===== src/rtl/rcb_pkg.sv =====
`timescale 1ns / 1ps

package rcb_pkg;

    // Configuration register indexes
    localparam logic [1:0] CFG_FIRST    = 2'd0;
    localparam logic [1:0] CFG_SECOND   = 2'd1;
    localparam logic [1:0] CFG_INTERVAL = 2'd2;

    localparam int CFG_IDX_W = 2;
    localparam int CFG_DATA_W = 24;
    localparam int ELAPSED_W = 20;
    localparam int ACCUM_W = 32;

    localparam logic [23:0] RST_FIRST    = 24'hFF00FF;
    localparam logic [23:0] RST_SECOND   = 24'h000000;
    localparam logic [23:0] RST_INTERVAL = 24'd50000;

    localparam int STEPS_DEF = 100;

    // Per-stage advance strobes of the blend pipeline
    typedef struct packed {
        logic s1;
        logic s2;
        logic s3;
        logic so;
    } rcb_adv_t;

    // Blend operands produced by the step controller
    typedef struct packed {
        logic        emit;
        logic [23:0] from_rgb;
        logic [23:0] to_rgb;
    } rcb_op_t;

endpackage


===== src/rtl/rgb_crossfade_breathing.sv =====
`timescale 1ns / 1ps
// Breathing RGB crossfade.
// Input channel: one word per timer tick carrying elapsed_us; in_valid/in_stall.
// Each tick is added to a saturating time accumulator; when it exceeds the
// interval register a fade step happens and one RGB word leaves on the output
// channel (out_valid/out_stall with red, green, blue). Ticks that leave the
// accumulator at or below the interval produce no output word.
// Configuration: cfg_we writes cfg_data to the register selected by cfg_index
// (0 first color, 1 second color, 2 interval); any valid write restarts the fade.
// Throughput: one tick per cycle while in_stall is low. A step word moves through
// the operand, product, reciprocal-multiply quotient and output registers, in
// that order, after its tick is accepted.
// Stalls: the four blend stages collapse bubbles; in_stall rises only when all
// four stages hold words and out_stall is high.
// Reset: colors return to magenta and black, interval to 50000 us, the
// accumulator and fade position clear and the pipeline empties.

module rgb_crossfade_breathing
    import rcb_pkg::*;
#(
    parameter int STEPS = STEPS_DEF
)
(
    input  logic                   clk,
    input  logic                   rst_n,
    input  logic                   cfg_we,
    input  logic [CFG_IDX_W-1:0]   cfg_index,
    input  logic [CFG_DATA_W-1:0]  cfg_data,
    input  logic                   in_valid,
    output logic                   in_stall,
    input  logic [ELAPSED_W-1:0]   elapsed_us,
    output logic                   out_valid,
    input  logic                   out_stall,
    output logic [7:0]             red,
    output logic [7:0]             green,
    output logic [7:0]             blue
);

    localparam int PW = $clog2(STEPS + 1);

    logic          v1_reg, v2_reg, v3_reg, vo_reg;
    logic          rdy1, rdy2, rdy3, rdyo;
    logic          in_acc;
    rcb_adv_t      adv;
    rcb_op_t       op;
    logic [PW-1:0] pos;

    always_comb
    begin
        rdyo   = !vo_reg || !out_stall;
        rdy3   = !v3_reg || rdyo;
        rdy2   = !v2_reg || rdy3;
        rdy1   = !v1_reg || rdy2;
        in_acc = in_valid && rdy1;
        adv.s1 = rdy1;
        adv.s2 = rdy2;
        adv.s3 = rdy3;
        adv.so = rdyo;
    end

    assign in_stall  = !rdy1;
    assign out_valid = vo_reg;

    always_ff @(posedge clk or negedge rst_n)
    begin
        if (!rst_n)
        begin
            v1_reg <= 1'b0;
            v2_reg <= 1'b0;
            v3_reg <= 1'b0;
            vo_reg <= 1'b0;
        end
        else
        begin
            if (rdy1)
            begin
                v1_reg <= in_acc && op.emit && !cfg_we;
            end
            if (rdy2)
            begin
                v2_reg <= v1_reg;
            end
            if (rdy3)
            begin
                v3_reg <= v2_reg;
            end
            if (rdyo)
            begin
                vo_reg <= v3_reg;
            end
        end
    end

    rcb_ctrl #(
        .STEPS (STEPS)
    ) u_ctrl (
        .clk        (clk),
        .rst_n      (rst_n),
        .cfg_we     (cfg_we),
        .cfg_index  (cfg_index),
        .cfg_data   (cfg_data),
        .acc        (in_acc),
        .elapsed_us (elapsed_us),
        .op         (op),
        .pos        (pos)
    );

    rcb_lane #(
        .STEPS (STEPS)
    ) u_lane_r (
        .clk     (clk),
        .adv     (adv),
        .from_ch (op.from_rgb[23:16]),
        .to_ch   (op.to_rgb[23:16]),
        .pos     (pos),
        .ch      (red)
    );

    rcb_lane #(
        .STEPS (STEPS)
    ) u_lane_g (
        .clk     (clk),
        .adv     (adv),
        .from_ch (op.from_rgb[15:8]),
        .to_ch   (op.to_rgb[15:8]),
        .pos     (pos),
        .ch      (green)
    );

    rcb_lane #(
        .STEPS (STEPS)
    ) u_lane_b (
        .clk     (clk),
        .adv     (adv),
        .from_ch (op.from_rgb[7:0]),
        .to_ch   (op.to_rgb[7:0]),
        .pos     (pos),
        .ch      (blue)
    );

    a_stall_full: assert property (@(posedge clk) disable iff (!rst_n)
        in_stall |-> (v1_reg && v2_reg && v3_reg && vo_reg && out_stall))
        else $error("input stalled with room in the pipeline");

    a_drain: assert property (@(posedge clk) disable iff (!rst_n)
        (v3_reg && !(vo_reg && out_stall)) |=> vo_reg)
        else $error("stage three word lost");

endmodule


===== src/rtl/rcb_ctrl.sv =====
`timescale 1ns / 1ps

module rcb_ctrl
    import rcb_pkg::*;
#(
    parameter int STEPS = STEPS_DEF
)
(
    input  logic                          clk,
    input  logic                          rst_n,
    input  logic                          cfg_we,
    input  logic [CFG_IDX_W-1:0]          cfg_index,
    input  logic [CFG_DATA_W-1:0]         cfg_data,
    input  logic                          acc,
    input  logic [ELAPSED_W-1:0]          elapsed_us,
    output rcb_op_t                       op,
    output logic [$clog2(STEPS+1)-1:0]    pos
);

    localparam int PW = $clog2(STEPS + 1);

    logic [23:0]        first_reg, first_next;
    logic [23:0]        second_reg, second_next;
    logic [23:0]        interval_reg, interval_next;
    logic [23:0]        from_reg, from_next;
    logic [23:0]        to_reg, to_next;
    logic [ACCUM_W-1:0] accum_reg, accum_next;
    logic [PW-1:0]      pos_reg, pos_next;

    logic [ACCUM_W:0]   sum_w;
    logic [ACCUM_W-1:0] sat;
    logic               hit;
    logic [PW-1:0]      pos_inc;
    logic               wrap;
    logic               restart;

    always_comb
    begin
        sum_w   = {1'b0, accum_reg} + (ACCUM_W + 1)'(elapsed_us);
        sat     = sum_w[ACCUM_W] ? {ACCUM_W{1'b1}} : sum_w[ACCUM_W-1:0];
        hit     = sat > (ACCUM_W)'(interval_reg);
        pos_inc = pos_reg + 1'b1;
        wrap    = pos_inc >= PW'(STEPS);
    end

    always_comb
    begin
        first_next    = first_reg;
        second_next   = second_reg;
        interval_next = interval_reg;
        from_next     = from_reg;
        to_next       = to_reg;
        accum_next    = accum_reg;
        pos_next      = pos_reg;
        restart       = 1'b0;

        if (cfg_we)
        begin
            case (cfg_index)
                CFG_FIRST:
                begin
                    first_next = cfg_data;
                    restart    = 1'b1;
                end
                CFG_SECOND:
                begin
                    second_next = cfg_data;
                    restart     = 1'b1;
                end
                CFG_INTERVAL:
                begin
                    interval_next = cfg_data;
                    restart       = 1'b1;
                end
                default:
                begin
                    restart = 1'b0;
                end
            endcase
            if (restart)
            begin
                from_next  = first_next;
                to_next    = second_next;
                accum_next = '0;
                pos_next   = '0;
            end
        end
        else if (acc)
        begin
            accum_next = hit ? '0 : sat;
            if (hit)
            begin
                pos_next = wrap ? '0 : pos_inc;
                // swap ends so the fade runs back the other way
                if (wrap)
                begin
                    from_next = to_reg;
                    to_next   = from_reg;
                end
            end
        end
    end

    always_ff @(posedge clk or negedge rst_n)
    begin
        if (!rst_n)
        begin
            first_reg    <= RST_FIRST;
            second_reg   <= RST_SECOND;
            interval_reg <= RST_INTERVAL;
            from_reg     <= RST_FIRST;
            to_reg       <= RST_SECOND;
            accum_reg    <= '0;
            pos_reg      <= '0;
        end
        else
        begin
            first_reg    <= first_next;
            second_reg   <= second_next;
            interval_reg <= interval_next;
            from_reg     <= from_next;
            to_reg       <= to_next;
            accum_reg    <= accum_next;
            pos_reg      <= pos_next;
        end
    end

    // At the last step the position equals STEPS, which blends to the to-color exactly
    assign op.emit     = hit;
    assign op.from_rgb = from_reg;
    assign op.to_rgb   = to_reg;
    assign pos         = pos_inc;

    a_pos_range: assert property (@(posedge clk) disable iff (!rst_n)
        pos_reg < PW'(STEPS))
        else $error("fade position out of range");

    a_step_clears: assert property (@(posedge clk) disable iff (!rst_n)
        (acc && hit && !cfg_we) |=> (accum_reg == '0))
        else $error("accumulator not cleared after step");

    a_cfg_restart: assert property (@(posedge clk) disable iff (!rst_n)
        (cfg_we && cfg_index <= CFG_INTERVAL) |=> (pos_reg == '0 && accum_reg == '0))
        else $error("config write did not restart fade");

endmodule


===== src/rtl/rcb_lane.sv =====
`timescale 1ns / 1ps

module rcb_lane
    import rcb_pkg::*;
#(
    parameter int STEPS = STEPS_DEF
)
(
    input  logic                          clk,
    input  rcb_adv_t                      adv,
    input  logic [7:0]                    from_ch,
    input  logic [7:0]                    to_ch,
    input  logic [$clog2(STEPS+1)-1:0]    pos,
    output logic [7:0]                    ch
);

    localparam int PW   = $clog2(STEPS + 1);
    localparam int PRW  = PW + 10;
    localparam int OFS  = 255 * STEPS;
    localparam int NB   = $clog2(510 * STEPS);
    localparam int SH   = NB + $clog2(STEPS);
    localparam int MW   = NB + 2;
    localparam logic [63:0] RECIP = ((64'd1 << SH) + 64'(STEPS) - 64'd1) / 64'(STEPS);
    localparam logic [MW-1:0] RECIP_W = RECIP[MW-1:0];

    logic [7:0]              from1_reg, to1_reg;
    logic [PW-1:0]           pos1_reg;
    logic [7:0]              from2_reg, from3_reg;
    logic signed [PRW-1:0]   prod_reg, prod_next;
    logic [8:0]              q_reg, q_next;
    logic [7:0]              ch_reg;

    logic signed [8:0]       diff;
    logic signed [PW:0]      pos_s;
    logic signed [PRW:0]     nsum;
    logic [NB-1:0]           n;
    logic [NB+MW-1:0]        mul;
    logic [9:0]              sum;

    always_comb
    begin
        diff      = $signed({1'b0, to1_reg}) - $signed({1'b0, from1_reg});
        pos_s     = $signed({1'b0, pos1_reg});
        prod_next = diff * pos_s;
        // bias to nonnegative so the floor division becomes unsigned
        nsum      = (PRW + 1)'(prod_reg) + (PRW + 1)'(OFS);
        n         = nsum[NB-1:0];
        mul       = (NB + MW)'(n) * (NB + MW)'(RECIP_W);
        q_next    = mul[SH+8:SH];
        sum       = {2'b00, from3_reg} + {1'b0, q_reg} - 10'd255;
    end

    always_ff @(posedge clk)
    begin
        if (adv.s1)
        begin
            from1_reg <= from_ch;
            to1_reg   <= to_ch;
            pos1_reg  <= pos;
        end
        if (adv.s2)
        begin
            prod_reg  <= prod_next;
            from2_reg <= from1_reg;
        end
        if (adv.s3)
        begin
            q_reg     <= q_next;
            from3_reg <= from2_reg;
        end
        if (adv.so)
        begin
            ch_reg <= sum[7:0];
        end
    end

    assign ch = ch_reg;

endmodule

===== config.mk =====
export PLATFORM = sky130hd
export DESIGN_NAME = rgb_crossfade_breathing
export DESIGN_NICKNAME = d
export VERILOG_FILES = /design/src/rtl/rcb_pkg.sv /design/src/rtl/rgb_crossfade_breathing.sv /design/src/rtl/rcb_ctrl.sv /design/src/rtl/rcb_lane.sv
export SDC_FILE = /design/constraint.sdc
export NUM_CORES = 2
export LEC_CHECK = 0
export ABC_CLOCK_PERIOD_IN_PS = 9000
export BUFFER_PORTS_ARGS = -buffer_cell sky130_fd_sc_hd__buf_2
export CORE_MARGIN = 5
export CORE_UTILIZATION = 55
export CTS_CLUSTER_SIZE = 10
export DETAILED_ROUTE_END_ITERATION = 10
export PLACE_DENSITY = 0.78
export RECOVER_POWER = 25
export SETUP_SLACK_MARGIN = 0.4
export SLEW_MARGIN = 5
export SYNTH_ARGS = -nofsm -noshare
export SYNTH_HDL_FRONTEND = slang
export SYNTH_HIERARCHICAL = 1
export SYNTH_SLANG_ARGS = --single-unit

===== constraint.sdc =====
create_clock -name clk -period 9 [get_ports clk]
set_input_delay 0.45 -clock clk [delete_from_list [all_inputs] [get_ports clk]]
set_output_delay 0.45 -clock clk [all_outputs]
set_load 0.005 [all_outputs]

# Yosys cells after proc, flatten, opt, wreduce, memory -nomap -nowiden
# Index checks and enable logic that the tools add are counted.
# op_classes
muxes	24
n_lt_le_gt_ge	2
n_eq_ne	3
n_mul	6
n_reduce_logical	23
n_addsub	14
# ops
cell	count
24-bit 2-to-1 mux	12
32-bit 2-to-1 mux	5
16-bit by 17-bit multiplier with 31-bit output, second input constant	3
16-bit adder, second input constant	3
9-bit by 8-bit multiplier with 16-bit output	3
7-bit 2-to-1 mux	5
32-bit by 20-bit adder with 33-bit output	1
32-bit by 24-bit > comparator with 1-bit output	1
8-bit by 8-bit subtractor with 9-bit output	3
8-bit adder	3
8-bit subtractor, second input constant	3
7-bit by 1-bit adder with 7-bit output, second input constant	1
7-bit >= comparator, second input constant	1
1-bit zero test	7
2-bit nonzero test	3
1-bit logical OR	4
2-bit AND reduction	2
4-bit AND reduction	1
1-bit logical AND	3
3-bit AND reduction	1
3-bit OR reduction	1
2-bit by 1-bit equality test with 1-bit output, second input constant	1
2-bit equality test, second input constant	1
2-bit zero test	1
other kinds (2)	3
# word_totals
word_cells	105
out_inout_bits	26
inputBits	51
register_bits	362

# Longest topological paths before layout
# depth
ltp_word	8
mapped_depth	29
ltp_nobuf	29

# Hierarchy
# The synthesis kept the hierarchy.
# by_module_without_submodules
mod	seq_area_each_um2	instances	cells_per_inst	area_per_inst_um2
rcb_lane (u_lane_g)	2132.0	1	920	9987.1
rcb_lane (u_lane_r)	2132.0	1	911	9845.7
rcb_lane (u_lane_b)	2132.0	1	898	9830.7
rcb_ctrl	4026.4	1	880	8946.1
rgb_crossfade_breathing	100.1	1	17	175.2

# Worst setup path after synthesis
# OpenSTA, ideal clock, no wires.
# synth_timing
path_kind	reg2reg
startpoint	reg u_lane_g.prod_reg[2]
endpoint	reg u_lane_g.q_reg[7], data pin
path_slack_ps	1854
t_arrival_ps	6886
setup_time_ps	260
path_stages_with_launch	27
t_required_ps	8740
synth_period_minus_slack_ps	7146
cell_sequence	edfxtp_1 > inv_1 > ha_1 > nand2b_1 > a311o_1 > a21oi_2 > xor2_1 > inv_1 > ha_1 > inv_1 > ha_1 > inv_1 > fa_1 > inv_1 > fa_1 > fa_1 > fa_1 > inv_1 > fa_1 > inv_1 > ha_1 > nand4_2 > or4_4 > a211oi_2 > o31a_1 > nor2_1 > xnor2_1
# synth_between
elab_chain_cells	2
# synth_rtl
element	line	text
start, declared	rcb_lane.sv:29	logic signed [PRW-1:0] prod_reg, prod_next;
start signal, assigned	rcb_lane.sv:63	prod_reg <= prod_next;
16-bit adder	rcb_lane.sv:46	nsum = (PRW + 1)'(prod_reg) + (PRW + 1)'(OFS);
16-bit by 17-bit multiplier with 31-bit output	rcb_lane.sv:48	mul = (NB + MW)'(n) * (NB + MW)'(RECIP_W);
named net u_lane_g.mul[30]	rcb_lane.sv:37	logic [NB+MW-1:0] mul;
end signal, assigned	rcb_lane.sv:68	q_reg <= q_next;
end, declared	rcb_lane.sv:30	logic [8:0] q_reg, q_next;
# The timed path passes the listed nets, and every way through them passes these cells.
# A chain may end at the register's enable or synchronous reset.

# Worst setup path after layout
# layout_timing
startpoint	reg u_lane_b.prod_reg[2]
endpoint	reg u_lane_b.q_reg[7], data pin
# layout_between
elab_chain_cells	2
# layout_rtl
element	line
start, declared	rcb_lane.sv:29
start signal, assigned	rcb_lane.sv:63
16-bit adder	rcb_lane.sv:46
16-bit by 17-bit multiplier with 31-bit output	rcb_lane.sv:48
named net u_lane_b.mul[30]	rcb_lane.sv:37
end signal, assigned	rcb_lane.sv:68
end, declared	rcb_lane.sv:30
# The timed path passes the listed nets, and every way through them passes these cells.

==> results.toml <==
[routing]
avgRoutedWirePerCell_um = 16.82
detail-route-antenna-nets = 0
met1_layer_wirelength_in_the_final_routing_mm = 35.84
detailroute.wirelength.met3_mm = 4.310
initialDrtViolationCount = 1424
highest-signal-layer = "met5"
drc = 0
met2WireLength_mm = 36.93
via_per_inst = 5.372
number_of_vias_in_the_routed_layout = 25110
drtPass1Iterations = 7
routed_wl_mm = 78.64

[cells_and_area]
largest_reg_flops = 32
fin_nets = 4756
area_delta_synth_final_pct = 7.317
post_route_cells_drive_above_1_share_pct = 8.302

[hold_path]
hold_path_class = "in2reg"
number_of_instances_on_the_worst_hold_path = 3

[logic_synthesis]
ys.flop_type = "edfxtp_1"
ys_types = 95
netlist_top_cells_area = "fa_1, ha_1, edfxtp_1"
synth_top_family_by_area = "adder cells"
yosys.area.top_type = "fa_1"
cells_after_synthesis = 3626
synth_sequential_area_ratio_pct = 27.13
mappedNetlistArea_um2 = 38780
synth_area_per_cell_um2 = 10.70
synth_edf_count = 213
ys.warnings.count = 6
number_of_nets_in_the_synthesized_netlist = 4683
synth_adder_area_share_pct = 40.95
synth_compound_gate_area_share_pct = 8.626
post_synth_and_or_nand_nor_area_fraction_pct = 8.965
post-synth-top-area-fraction_pct = 22.66
synth-seq-cells = 376
synth_async_reset_ratio_pct = 43.35
synth.mux.area_fraction_pct = 2.394
synth_area_in_xor_xnor_pct = 3.974

[cts]
postCtsSetupRepairBufs = 0
clkSlewWorstSetupHoldPaths_ns = 0.06
tritoncts = "yes"
cts.path.max_buffers = 3
htree_num_levels = 2
clock_insertion_delay_worst_skew_ns = 0.59
numClockSinks = 376
cts_made_buffers = 46
cts_repair_resize_count = 0
cts_hold_buf = 1
cts_root_buffer = "clkbuf_16"

[setup_path]
worst-endpoint-arrival_ns = 8.22
critPathLaunchType = "register"
cp_top_family = "adder cells"
timing.setup.critical_path_class = "reg2reg"
critPathMaxFanout = 5
reg2reg_depth = 29
critPathMaxStageDelay_ns = 0.54
crit_slowest_cell = "fa_1"
critical-path-top-cell-by-count = "inv_1"
path_depth = 29
cp.required_ns = 9.33
worstSetupEndpointType = "register"
cp_num_buf_inv = 7

[floorplanning]
floorplan.die_area_um2 = 75930
top_level_ports = 77
num_rows = 97
die_w_um = 275.6
coreArea_um2 = 70030
floorplan.die.height_um = 275.6
floorplan.initialDensity_pct = 55.38

[timing]
period_needed_ns = 7.895
tightestPinTransition_ns = 4.953
post-route-period-util_pct = 87.72
setup-tns-final_ns = 0
finalMaxSlewViolations = 92
final-hold-violation-count = 0
slew-limit-headroom_pct = -230.2
count_of_final_setup_violators = 0
fmaxAchievable_ghz = 0.1267
skew_ns = 0.04074
grt_setup_unrepaired = "false"

[global_routing]
grt_start_max_net_pins = 92
tot_gr_track_use_pct = 21.53
antenna_found_initial = 4
grt-ovfl-total = 0
via_count_of_the_first_global_routing_pass = 26770
global_route_wire_length_before_repair_mm = 133.3

[run]
timing.max_cap.violations = 1

[run_status]
failed_checks = "max-capacitance violations, max-slew violations"
outcome = "finished, violations left"

[placement]
buffer_ports.inserted = 76
detailedPlacementHpwl_mm = 63.61
globalplace.congestion = 0.9412
[path summary, 6_finish.rpt]
kind	start	endpoint	slack, ns
min in group asynchronous	rst_n	u_ctrl/to_reg[7]	2.22
max in group asynchronous	rst_n	u_ctrl/second_reg[20]	3.91
min reg2reg	u_lane_r/from2_reg[5]	u_lane_r/from3_reg[5]	0.42
max	u_lane_b/prod_reg[2]	u_lane_b/q_reg[7]	1.11
max reg2reg	u_lane_b/prod_reg[2]	u_lane_b/q_reg[7]	1.11
min	out_stall	out_valid	0.15
[worst min-delay path, stage by stage]
cell and delay, ns:
buf_2 0.10, nand2_1 0.06, nand2b_1 0.08
[cells in the mapped netlist, drive strengths merged (4+ instances only)]
| cell | count |
|---|---|
| a211oi | 15 |
| a21boi | 9 |
| a21o | 23 |
| a21oi | 170 |
| a221o | 53 |
| a22o | 27 |
| a31oi | 10 |
| and2 | 111 |
| and3 | 15 |
| buf | 20 |
| clkbuf | 46 |
| dfrtp | 125 |
| dfstp | 38 |
| edfxtp | 213 |
| fa | 439 |
| ha | 567 |
| inv | 744 |
| mux2 | 78 |
| mux2i | 5 |
| nand2 | 274 |
| nand2b | 30 |
| nand3 | 53 |
| nand3b | 4 |
| nand4 | 24 |
| nor2 | 74 |
| nor2b | 38 |
| nor3 | 23 |
| o211ai | 14 |
| o21a | 6 |
| o21ai | 72 |
| o21bai | 16 |
| o22ai | 7 |
| o2bb2ai | 6 |
| o311ai | 4 |
| o31ai | 6 |
| or2 | 29 |
| or3 | 6 |
| or4 | 5 |
| xnor2 | 101 |
| xor2 | 75 |
[stage by stage]
step | hold WS, ns | utilization (%) | instances | setup slack [ns] | area (um^2)
2_1_floorplan | 0.1544 | - | 3626 | 1.854 | 38780
3_3_place_gp | 0.4011 | 57.39 | 4590 | 1.399 | 40190
3_5_place_dp | 0.4045 | 57.39 | 4590 | 1.168 | 40190
4_1_cts | 0.1261 | 59.45 | 4674 | 1.112 | 41630
5_1_grt | 0.1438 | 59.43 | 4674 | 0.5876 | 41620
6_report | 0.1503 | 59.44 | 4675 | 1.105 | 41620
[layout by cell type, fill, tap and decap left out, types with 77 or more instances in the layout]
| cell | instances |
|---|---|
| xnor2_1 | 101 |
| ha_1 | 567 |
| nand2_1 | 272 |
| fa_1 | 439 |
| edfxtp_1 | 213 |
| mux2_2 | 77 |
| dfrtp_1 | 125 |
| and2_1 | 111 |
| inv_1 | 743 |
| a21oi_1 | 161 |
[per-layer routing]
metal	vias up	GRT usage, %
li1	12110	-
met1	12360	30.01
met2	541	35.75
met3	88	3.747
met4	8	4.610
met5	-	0
[cells by family (layout without fill, tap and decap cells)]
| group | after synthesis | in the layout |
|---|---|---|
| compound gates | 477 | 477 |
| xor+xnor | 176 | 176 |
| fa+ha+maj | 1006 | 1006 |
| buf+inv | 810 | 918 |
| flops | 376 | 376 |
| mux | 83 | 83 |
| other cells | 0 | 1 |
| simple gates | 698 | 698 |
[final cells by class]
| type | count | area, um^2 |
|---|---|---|
| Sequential cell | 376 | 10520 |
| Fill cell | 5626 | 28410 |
| Tap cell | 940 | 1176 |
| Clock inverter | 7 | 103.9 |
| Timing Repair Buffer | 91 | 494.2 |
| Antenna cell | 1 | 2.502 |
| Clock buffer | 76 | 1326 |
| Inverter | 744 | 2794 |
| Multi-Input combinational cell | 2440 | 25200 |
Power is not shown: default switching activity piles up to over one toggle a cycle in this logic, so the estimate is an artifact.
